`config.mk`:
```
export PLATFORM = sky130hd
export DESIGN_NAME = lcd_pixel_transfer_sequencer_unit_flat
export DESIGN_NICKNAME = d
export VERILOG_FILES = /design/src/hw/rtl/lpts_pkg.sv /design/src/hw/rtl/lpts_stream_if.sv /design/src/hw/rtl/lpts_cfg_regs.sv /design/src/hw/rtl/lpts_sprite_table.sv /design/src/hw/rtl/lcd_pixel_transfer_sequencer_unit.sv /design/src/flat_wrapper.sv
export SDC_FILE = /design/constraint.sdc
export NUM_CORES = 1
export LEC_CHECK = 0
export BUFFER_PORTS_ARGS = -buffer_cell sky130_fd_sc_hd__buf_2
export CORE_MARGIN = 2
export CORE_UTILIZATION = 58
export CTS_CLUSTER_DIAMETER = 30
export CTS_CLUSTER_SIZE = 20
export DETAILED_ROUTE_END_ITERATION = 10
export GPL_ROUTABILITY_DRIVEN = 0
export GPL_TIMING_DRIVEN = 1
export PLACE_DENSITY = 0.87
export SLEW_MARGIN = 20
export SYNTH_ARGS = -nofsm -noshare
export SYNTH_HDL_FRONTEND = slang
export SYNTH_SLANG_ARGS = --single-unit
```
`constraint.sdc`:
```
create_clock -name clk -period 10.3 [get_ports clk]
set_input_delay 2.06 -clock clk [delete_from_list [all_inputs] [get_ports clk]]
set_output_delay 2.06 -clock clk [all_outputs]
set_load 0.01 [all_outputs]
```
`src/hw/rtl/lpts_pkg.sv`:
```
`timescale 1ns / 1ps
`default_nettype none

package lpts_pkg;

	localparam int SPRITE_SLOTS = 10;
	localparam int LINE_WIDTH   = 160;
	localparam int SLOT_IDX_W   = (SPRITE_SLOTS > 1) ? $clog2(SPRITE_SLOTS) : 1;

	localparam logic [15:0] MAP_BASE_LO   = 16'h9800;
	localparam logic [15:0] MAP_BASE_HI   = 16'h9C00;
	localparam logic [15:0] TDATA_UNSIGNED = 16'h8000;
	localparam logic [15:0] TDATA_SIGNED   = 16'h8800;
	localparam logic [4:0]  FIFO_MIN      = 5'd8;
	localparam logic [7:0]  WX_OFFSET     = 8'd7;
	localparam logic [8:0]  OBJ_X_OFFSET  = 9'd8;

	typedef enum logic [1:0] {
		OP_LOAD  = 2'd0,
		OP_START = 2'd1,
		OP_TICK  = 2'd2
	} op_t;

	typedef enum logic [2:0] {
		ACT_WAIT    = 3'd0,
		ACT_DROP    = 3'd1,
		ACT_PIXEL   = 3'd2,
		ACT_FETCH   = 3'd3,
		ACT_SPRITE  = 3'd4,
		ACT_DISABLE = 3'd5
	} act_t;

	typedef enum logic [2:0] {
		CFG_LCDC   = 3'd0,
		CFG_SCX    = 3'd1,
		CFG_SCY    = 3'd2,
		CFG_WY     = 3'd3,
		CFG_WX     = 3'd4,
		CFG_COLOUR = 3'd5
	} cfg_idx_t;

	typedef struct packed {
		logic [7:0] lcdc_flags;
		logic [7:0] scroll_x;
		logic [7:0] scroll_y;
		logic [7:0] window_y;
		logic [7:0] window_x;
		logic       colour_mode;
	} cfg_t;

	typedef struct packed {
		logic [1:0]  op;
		logic [3:0]  slot;
		logic [7:0]  obj_x;
		logic [15:0] obj_addr;
		logic [7:0]  line;
		logic [4:0]  fifo_count;
		logic        sprite_fetch_busy;
	} in_item_t;

	typedef struct packed {
		logic        line_active;
		act_t        action;
		logic [15:0] map_row_addr;
		logic [15:0] tile_data_base;
		logic [4:0]  tile_col;
		logic [2:0]  tile_row;
		logic        signed_tiles;
		logic [3:0]  sprite_slot;
		logic [3:0]  sprite_skip;
		logic [15:0] sprite_addr;
	} out_item_t;

	typedef struct packed {
		logic        en;
		logic [3:0]  slot;
		logic [7:0]  x;
		logic [15:0] addr;
	} sprite_load_t;

	typedef struct packed {
		logic        hit;
		logic [3:0]  slot;
		logic [3:0]  skip;
		logic [15:0] addr;
	} sprite_hit_t;

	// Tile fetch command: map row from the map select, pixel row within tile.
	function automatic out_item_t make_fetch(logic map_hi, logic [7:0] row, logic [4:0] col,
			logic unsigned_tiles);
		out_item_t r;
		r = '0;
		r.line_active    = 1'b1;
		r.action         = ACT_FETCH;
		r.map_row_addr   = (map_hi ? MAP_BASE_HI : MAP_BASE_LO) + {6'd0, row[7:3], 5'd0};
		r.tile_data_base = unsigned_tiles ? TDATA_UNSIGNED : TDATA_SIGNED;
		r.signed_tiles   = ~unsigned_tiles;
		r.tile_col       = col;
		r.tile_row       = row[2:0];
		return r;
	endfunction

endpackage

`default_nettype wire

```
`src/hw/rtl/lpts_stream_if.sv`:
```
`timescale 1ns / 1ps
`default_nettype none

interface lpts_stream_if #(parameter type item_t = logic);
	logic  valid;
	logic  ready;
	item_t data;

	modport source (output valid, output data, input ready);
	modport sink (input valid, input data, output ready);
endinterface

`default_nettype wire

```
`src/hw/rtl/lpts_cfg_regs.sv`:
```
`timescale 1ns / 1ps
`default_nettype none

module lpts_cfg_regs (
	input  wire logic         clk,
	input  wire logic         arst_n,
	input  wire logic         cfg_we,
	input  wire logic [2:0]   cfg_index,
	input  wire logic [7:0]   cfg_wdata,
	output lpts_pkg::cfg_t    cfg
);

	lpts_pkg::cfg_t cfg_q;

	always_ff @(posedge clk or negedge arst_n) begin
		if (!arst_n) begin
			cfg_q.lcdc_flags  <= 8'h91;
			cfg_q.scroll_x    <= '0;
			cfg_q.scroll_y    <= '0;
			cfg_q.window_y    <= '0;
			cfg_q.window_x    <= '0;
			cfg_q.colour_mode <= 1'b0;
		end else if (cfg_we) begin
			unique case (lpts_pkg::cfg_idx_t'(cfg_index))
				lpts_pkg::CFG_LCDC:   cfg_q.lcdc_flags  <= cfg_wdata;
				lpts_pkg::CFG_SCX:    cfg_q.scroll_x    <= cfg_wdata;
				lpts_pkg::CFG_SCY:    cfg_q.scroll_y    <= cfg_wdata;
				lpts_pkg::CFG_WY:     cfg_q.window_y    <= cfg_wdata;
				lpts_pkg::CFG_WX:     cfg_q.window_x    <= cfg_wdata;
				lpts_pkg::CFG_COLOUR: cfg_q.colour_mode <= cfg_wdata[0];
				default: ;
			endcase
		end
	end

	assign cfg = cfg_q;

endmodule

`default_nettype wire

```
`src/hw/rtl/lpts_sprite_table.sv`:
```
`timescale 1ns / 1ps
`default_nettype none

module lpts_sprite_table (
	input  wire logic                   clk,
	input  wire logic                   arst_n,
	input  wire lpts_pkg::sprite_load_t load,
	input  wire logic                   clr_en,
	input  wire logic [7:0]             pixel_x,
	output lpts_pkg::sprite_hit_t       hit
);

	logic [7:0]  slot_x_q    [lpts_pkg::SPRITE_SLOTS];
	logic [15:0] slot_addr_q [lpts_pkg::SPRITE_SLOTS];
	logic [lpts_pkg::SPRITE_SLOTS-1:0] match;

	always_ff @(posedge clk or negedge arst_n) begin
		if (!arst_n) begin
			for (int i = 0; i < lpts_pkg::SPRITE_SLOTS; i++) begin
				slot_x_q[i]    <= '0;
				slot_addr_q[i] <= '0;
			end
		end else if (load.en) begin
			slot_x_q[load.slot[lpts_pkg::SLOT_IDX_W-1:0]]    <= load.x;
			slot_addr_q[load.slot[lpts_pkg::SLOT_IDX_W-1:0]] <= load.addr;
		end else if (clr_en) begin
			// empty only the slot that won the pick
			slot_x_q[hit.slot[lpts_pkg::SLOT_IDX_W-1:0]]    <= '0;
			slot_addr_q[hit.slot[lpts_pkg::SLOT_IDX_W-1:0]] <= '0;
		end
	end

	always_comb begin
		for (int i = 0; i < lpts_pkg::SPRITE_SLOTS; i++) begin
			match[i] = (slot_addr_q[i] != 16'd0) &&
				(((pixel_x == 8'd0) && (slot_x_q[i] < 8'd8)) ||
				({1'b0, slot_x_q[i]} == ({1'b0, pixel_x} + lpts_pkg::OBJ_X_OFFSET)));
		end
	end

	// priority pick: walk down so the lowest matching slot lands last
	always_comb begin
		hit = '0;
		for (int i = lpts_pkg::SPRITE_SLOTS - 1; i >= 0; i--) begin
			if (match[i]) begin
				hit.hit  = 1'b1;
				hit.slot = 4'(i);
				hit.addr = slot_addr_q[i];
				hit.skip = (slot_x_q[i] < 8'd8) ? (4'd8 - {1'b0, slot_x_q[i][2:0]}) : 4'd0;
			end
		end
	end

endmodule

`default_nettype wire

```
`src/hw/rtl/lcd_pixel_transfer_sequencer_unit.sv`:
```
`timescale 1ns / 1ps
`default_nettype none

// Channel   Port      Direction  Payload
// item      item      in         op, slot, obj_x, obj_addr, line, fifo_count, sprite_fetch_busy
// result    result    out        line_active, action, fetch fields, sprite fields
// config    cfg_*     in         write enable, register index, 8-bit data
//
// One item per cycle. An item sits in the input register, where the
// decision is made against the line state and the sprite slot compares, and
// its result goes to the output register. Loads and unused ops give no result.
// Reset clears the line state and empties every sprite slot at once.
// A stall on result holds the output register and backs up into item only
// when the input register also holds a result-producing item.

module lcd_pixel_transfer_sequencer_unit (
	input  wire logic        clk,
	input  wire logic        arst_n,
	lpts_stream_if.sink      item,
	lpts_stream_if.source    result,
	input  wire logic        cfg_we,
	input  wire logic [2:0]  cfg_index,
	input  wire logic [7:0]  cfg_wdata
);

	lpts_pkg::cfg_t         cfg;
	lpts_pkg::in_item_t     item_s1;
	logic                   valid_s1;
	lpts_pkg::out_item_t    res_q;
	logic                   res_valid_q;
	lpts_pkg::out_item_t    res_d;

	logic [7:0] pixel_x_q, pixel_x_d;
	logic [2:0] dropped_q, dropped_d;
	logic       window_on_q, window_on_d;
	logic [7:0] line_q, line_d;

	lpts_pkg::sprite_load_t load;
	lpts_pkg::sprite_hit_t  hit;
	logic                   sprite_take;

	logic has_result, out_free, adv_s1, bg_path, win_hit;
	logic [7:0] pixel_inc;

	lpts_cfg_regs u_cfg (
		.clk       (clk),
		.arst_n    (arst_n),
		.cfg_we    (cfg_we),
		.cfg_index (cfg_index),
		.cfg_wdata (cfg_wdata),
		.cfg       (cfg)
	);

	assign has_result = (item_s1.op == lpts_pkg::OP_START) || (item_s1.op == lpts_pkg::OP_TICK);
	assign out_free   = !res_valid_q || result.ready;
	assign adv_s1     = valid_s1 && (!has_result || out_free);
	assign item.ready = !valid_s1 || adv_s1;

	always_ff @(posedge clk or negedge arst_n) begin
		if (!arst_n) begin
			valid_s1 <= 1'b0;
		end else if (item.ready) begin
			valid_s1 <= item.valid;
		end
	end

	always_ff @(posedge clk) begin
		if (item.valid && item.ready) begin
			item_s1 <= item.data;
		end
	end

	assign load.en   = adv_s1 && (item_s1.op == lpts_pkg::OP_LOAD) &&
		(item_s1.slot < 4'(lpts_pkg::SPRITE_SLOTS));
	assign load.slot = item_s1.slot;
	assign load.x    = item_s1.obj_x;
	assign load.addr = item_s1.obj_addr;

	lpts_sprite_table u_sprites (
		.clk     (clk),
		.arst_n  (arst_n),
		.load    (load),
		.clr_en  (adv_s1 && sprite_take),
		.pixel_x (pixel_x_q),
		.hit     (hit)
	);

	assign bg_path   = cfg.colour_mode || cfg.lcdc_flags[0];
	assign pixel_inc = pixel_x_q + 8'd1;
	assign win_hit   = !window_on_q && cfg.lcdc_flags[5] && (line_q >= cfg.window_y) &&
		(cfg.window_x >= lpts_pkg::WX_OFFSET) &&
		(pixel_x_q == (cfg.window_x - lpts_pkg::WX_OFFSET));

	always_comb begin
		res_d             = '0;
		res_d.line_active = 1'b1;
		res_d.action      = lpts_pkg::ACT_WAIT;
		pixel_x_d         = pixel_x_q;
		dropped_d         = dropped_q;
		window_on_d       = window_on_q;
		line_d            = line_q;
		sprite_take       = 1'b0;
		if (item_s1.op == lpts_pkg::OP_START) begin
			line_d      = item_s1.line;
			pixel_x_d   = '0;
			dropped_d   = '0;
			window_on_d = 1'b0;
			if (bg_path) begin
				res_d = lpts_pkg::make_fetch(cfg.lcdc_flags[3], cfg.scroll_y + item_s1.line,
					cfg.scroll_x[7:3], cfg.lcdc_flags[4]);
			end else begin
				res_d.action = lpts_pkg::ACT_DISABLE;
			end
		end else if (item_s1.op == lpts_pkg::OP_TICK) begin
			if (pixel_x_q >= 8'(lpts_pkg::LINE_WIDTH)) begin
				res_d.line_active = 1'b0;
			end else if (bg_path && (item_s1.fifo_count <= lpts_pkg::FIFO_MIN)) begin
				res_d.action = lpts_pkg::ACT_WAIT;
			end else if (bg_path && (dropped_q < cfg.scroll_x[2:0])) begin
				dropped_d    = dropped_q + 3'd1;
				res_d.action = lpts_pkg::ACT_DROP;
			end else if (bg_path && win_hit) begin
				window_on_d = 1'b1;
				res_d = lpts_pkg::make_fetch(cfg.lcdc_flags[6], line_q - cfg.window_y, 5'd0,
					cfg.lcdc_flags[4]);
			end else if (bg_path && cfg.lcdc_flags[1] && item_s1.sprite_fetch_busy) begin
				res_d.action = lpts_pkg::ACT_WAIT;
			end else if (bg_path && cfg.lcdc_flags[1] && hit.hit) begin
				sprite_take       = 1'b1;
				res_d.action      = lpts_pkg::ACT_SPRITE;
				res_d.sprite_slot = hit.slot;
				res_d.sprite_skip = hit.skip;
				res_d.sprite_addr = hit.addr;
			end else begin
				pixel_x_d         = pixel_inc;
				res_d.action      = lpts_pkg::ACT_PIXEL;
				res_d.line_active = (pixel_inc != 8'(lpts_pkg::LINE_WIDTH));
			end
		end
	end

	always_ff @(posedge clk or negedge arst_n) begin
		if (!arst_n) begin
			pixel_x_q   <= '0;
			dropped_q   <= '0;
			window_on_q <= 1'b0;
			line_q      <= '0;
		end else if (adv_s1) begin
			pixel_x_q   <= pixel_x_d;
			dropped_q   <= dropped_d;
			window_on_q <= window_on_d;
			line_q      <= line_d;
		end
	end

	always_ff @(posedge clk or negedge arst_n) begin
		if (!arst_n) begin
			res_valid_q <= 1'b0;
		end else if (adv_s1 && has_result) begin
			res_valid_q <= 1'b1;
		end else if (result.ready) begin
			res_valid_q <= 1'b0;
		end
	end

	always_ff @(posedge clk) begin
		if (adv_s1 && has_result) begin
			res_q <= res_d;
		end
	end

	assign result.valid = res_valid_q;
	assign result.data  = res_q;

endmodule

`default_nettype wire

```
`src/flat_wrapper.sv`:
```
// flat-port wrapper written by rule: the top's interface ports become plain ports
module lcd_pixel_transfer_sequencer_unit_flat import lpts_pkg::*;
  (clk, arst_n, cfg_we, cfg_index, cfg_wdata, item_valid, item_data, item_ready, result_valid, result_data, result_ready);
  lpts_stream_if #(.item_t(in_item_t)) item_i ();
  lpts_stream_if #(.item_t(out_item_t)) result_i ();
  input  wire logic clk;
  input  wire logic arst_n;
  input  wire logic cfg_we;
  input  wire logic [2:0] cfg_index;
  input  wire logic [7:0] cfg_wdata;
  input wire logic [$bits(item_i.valid)-1:0] item_valid;
  input wire logic [$bits(item_i.data)-1:0] item_data;
  output wire logic [$bits(item_i.ready)-1:0] item_ready;
  output wire logic [$bits(result_i.valid)-1:0] result_valid;
  output wire logic [$bits(result_i.data)-1:0] result_data;
  input wire logic [$bits(result_i.ready)-1:0] result_ready;
  assign item_i.valid = item_valid;
  assign item_i.data = item_data;
  assign item_ready = item_i.ready;
  assign result_valid = result_i.valid;
  assign result_data = result_i.data;
  assign result_i.ready = result_ready;
  lcd_pixel_transfer_sequencer_unit u_core (.clk(clk), .arst_n(arst_n), .item(item_i), .result(result_i), .cfg_we(cfg_we), .cfg_index(cfg_index), .cfg_wdata(cfg_wdata));
endmodule
```
==> summary.md <==
| Metric | Value |
|---|---|
| WL met2 | `26.3 mm` |
| Crit path max fanout | `26` |
| Share of layout cells above drive strength 1 | `18.2%` |
| Clock Sink Count | `389` |
| VDD IR max | `0.183 mV` |
| DRT iter0 DRCs | `2,450` |
| Maxcap violations | `0` |
| Cell area power density | `295 mW/mm2` |
| Vias per cell | `6.98` |
| Sequential element share of the synthesized area | `51.5%` |
| Multi-input logic area | `0.00876 mm2` |
| Fin Setup TNS | `0 ns` |
| WL met1 | `22.2 mm` |
| I/O Buffers | `109` |
| Site Rows | `67` |
| YS warnings | `0` |
| Max clock buf depth | `3` |
| TritonRoute pass-1 iters | `6` |
| TritonCTS buffer count | `76` |
| Nets | `1,974` |
| RSZ-0062 raised after global routing | `no` |
| Endpoint class of the critical path | `flip-flop` |
| Synth Cell Area | `0.0198 mm2` |
| # diodes | `0` |
| Non-Filler Instances | `2,386` |
| Fin crit period | `5.85 ns` |
| Post-synthesis cell type count | `80` |
| Post-Synthesis Cells | `1,789` |
| Hold Crit Class | `flip-flop to flip-flop` |
| H-tree depth | `3` |
| Flops & latches, synth | `389` |
| Grt ovf | `0` |
| Uppermost routed layer | `met4` |
| WHS | `0.496 ns` |
| Critical path's slowest cell | `o22ai_2` |
| Final Util | `69.2%` |
| Clock Latency Late Sink | `0.60 ns` |
| Syn Area/Cell | `11.0 um2` |
| Largest net degree at the start of global routing | `86` |
| Final WL | `58.8 mm` |
| Die Footprint | `0.0356 mm2` |
| Critical Path, Cell by Cell | `buf_4 > ha_1 > and3_1 > xnor3_1 > a31oi_4 > nand2_2 > or4_4 > o21bai_2 > buf_4 > nor2_4 > o22ai_2 > a22o_1` |
| Clock slew at reported path FFs | `0.05 ns` |
| CP dominant cell by count | `buf_4` |
| Worst R2R Path Depth | `12` |
| Clock root cell | `clkbuf_16` |
| Initial core utilization | `58.9%` |
| Max stage delay on crit path | `0.86 ns` |
| Post-DR wirelength/cell | `24.6 um` |
| First-pass GRT wire length | `91.6 mm` |
| Max-slew headroom | `23.8%` |
| Final Hold Fails | `0` |
| Routed vias | `16,700` |
| EDFF count, synth | `88` |
| Register area | `0.0102 mm2` |
| Global-route usage over all layers | `32.8%` |
| CP arrival | `6.34 ns` |
| Static Leak | `10.3 nW` |
| Max Fclk | `171 MHz` |
| HPWL after detailed placement | `37.0 mm` |
| # fillers | `2,208` |
| WHS Path Cells | `1` |
| # setup viols final | `0` |
| Most common cell after layout, fill and taps aside | `dfrtp_1` |
| PostCTS Resize Cnt | `0` |
| Core area | `0.0335 mm2` |
| Clock Skew | `0.0304 ns` |
| Dominant synthesized flop cell | `dfrtp_1` |
| Most frequent cells in the layout | `299 x dfrtp_1, 243 x a22o_1, 108 x buf_2` |
| Die H | `189 um` |
| DR WL met3 | `7.31 mm` |
| Critical path type | `flip-flop to flip-flop` |
| Area grow syn2layout | `17.3%` |
| Worst slew pin tran | `1.14 ns` |
| Initial antenna violation count | `0` |
| Setup crit start kind | `flip-flop` |
| Final Total Pwr | `6.85 mW` |
| Vias in the first global route | `16,500` |
| Post-CTS Hold Buffers | `0` |
| Top Ports | `131` |
| Post-synth ARST share | `77.4%` |
| Placed Cells | `2,243` |
| CTS tree | `done` |
| Chip width | `189 um` |
| Antenna viol nets, final | `0` |
| Setup bufs post-CTS | `0` |
| Final worst-path cycle share | `56.8%` |
| # DRC | `0` |
| Status | `complete, no violations` |
| Req. time, crit path | `10.80 ns` |
| Fin. max-slew vios | `0` |
synth_stat cells, types with 10 or more instances:
cell      number  area (um2)
a211oi_1      38         285
a21oi_1       56         280
a22o_1       243        2130
a22oi_1       15         113
a31oi_1       20         125
and2_1        15        93.8
and3_1        15        93.8
and4_1        10        87.6
buf_1         26        97.6
buf_2         38         190
buf_4         29         218
clkbuf_1      60         225
dfrtp_1      299        7480
edfxtp_1      88        2640
ha_1          37         463
inv_1         65         244
mux2_2        43         484
nand2_1       78         293
nand2b_1      11        68.8
nand3_1       35         175
nand4_1       25         156
nor2_1        85         319
nor3_1        41         205
nor4_1        50         313
o21ai_0       75         375
o22ai_1       13        81.3
or3_1         12        75.1
or4_1         19         143
xnor2_1       65         569
xor2_1        48         420
critical path: cells and delay by family (launching register included):
| family | cells | cell delay (ns) |
|---|---|---|
| xor+xnor | 1 | 0.34 |
| buf+inv | 2 | 0.67 |
| flops | 1 | 0.31 |
| compound gates | 4 | 2.01 |
| simple gates | 4 | 1.58 |
| fa+ha+maj | 1 | 0.83 |
registers in the layout (all words and copies together) (netlist names):
register                      cells
u_core.u_sprites.slot_addr_q    160
u_core.u_sprites.slot_x_q        80
u_core.item_s1                   44
u_core.result.data               44
u_core.u_cfg.cfg                 39
u_core.line_q                     8
u_core.pixel_x_q                  8
u_core.dropped_q                  3
u_core.result.valid               1
u_core.valid_s1                   1
u_core.window_on_q                1
cell families after synthesis:
logic type	after synthesis	synth area share (%)
AOI/OAI and AO/OA	546	21.1
DFF	389	51.5
buffers and inverters	218	4.93
adders and majority gates	39	2.54
xor gates and xnor gates	119	5.66
muxes	51	2.85
other	1	0.0190
and+or+nand+nor	426	11.4
worst paths after layout:
check                                      from                                 to  slack [ns]
max                         u_core.pixel_x_q[3]   u_core.u_sprites.slot_addr_q[55]        4.45
min                        u_core.u_cfg.cfg[29]               u_core.u_cfg.cfg[29]        0.50
max reg2reg                 u_core.pixel_x_q[3]   u_core.u_sprites.slot_addr_q[55]        4.45
min reg2reg                u_core.u_cfg.cfg[29]               u_core.u_cfg.cfg[29]        0.50
max in group asynchronous                arst_n  u_core.u_sprites.slot_addr_q[148]        6.61
min in group asynchronous                arst_n               u_core.u_cfg.cfg[21]        1.40
routing by layer:
layer  up-vias  track usage, %
li1       6936               -
met1      8071            43.7
met2      1382            49.5
met3       275            9.05
met4         0            16.5
met5         -               0
per-stage QoR:
stage                     worst slack (ns)  area [um2]
after global routing                  4.22       23200
after global placement                4.85       20500
after detailed placement              4.61       20500
after floorplan                       5.68       19800
final                                 4.45       23200
after CTS                             4.51       23100
final cells by class:
class,instances,area share [%]
inverter,65,1.06
tap,448,2.42
clock buffer,95,9.13
clock inverter,46,2.26
multi-input combinational,1202,37.8
sequential,389,43.9
timing repair buffer,141,3.50
power by group:
part	switching (mW)	total [mW]	internal (mW)
Clock	0.859	2.53	1.67
Sequential	0.289	2.13	1.84
Combinational	1.38	2.19	0.810
Total	2.53	6.85	4.32
(Power assumes the default switching activity.)
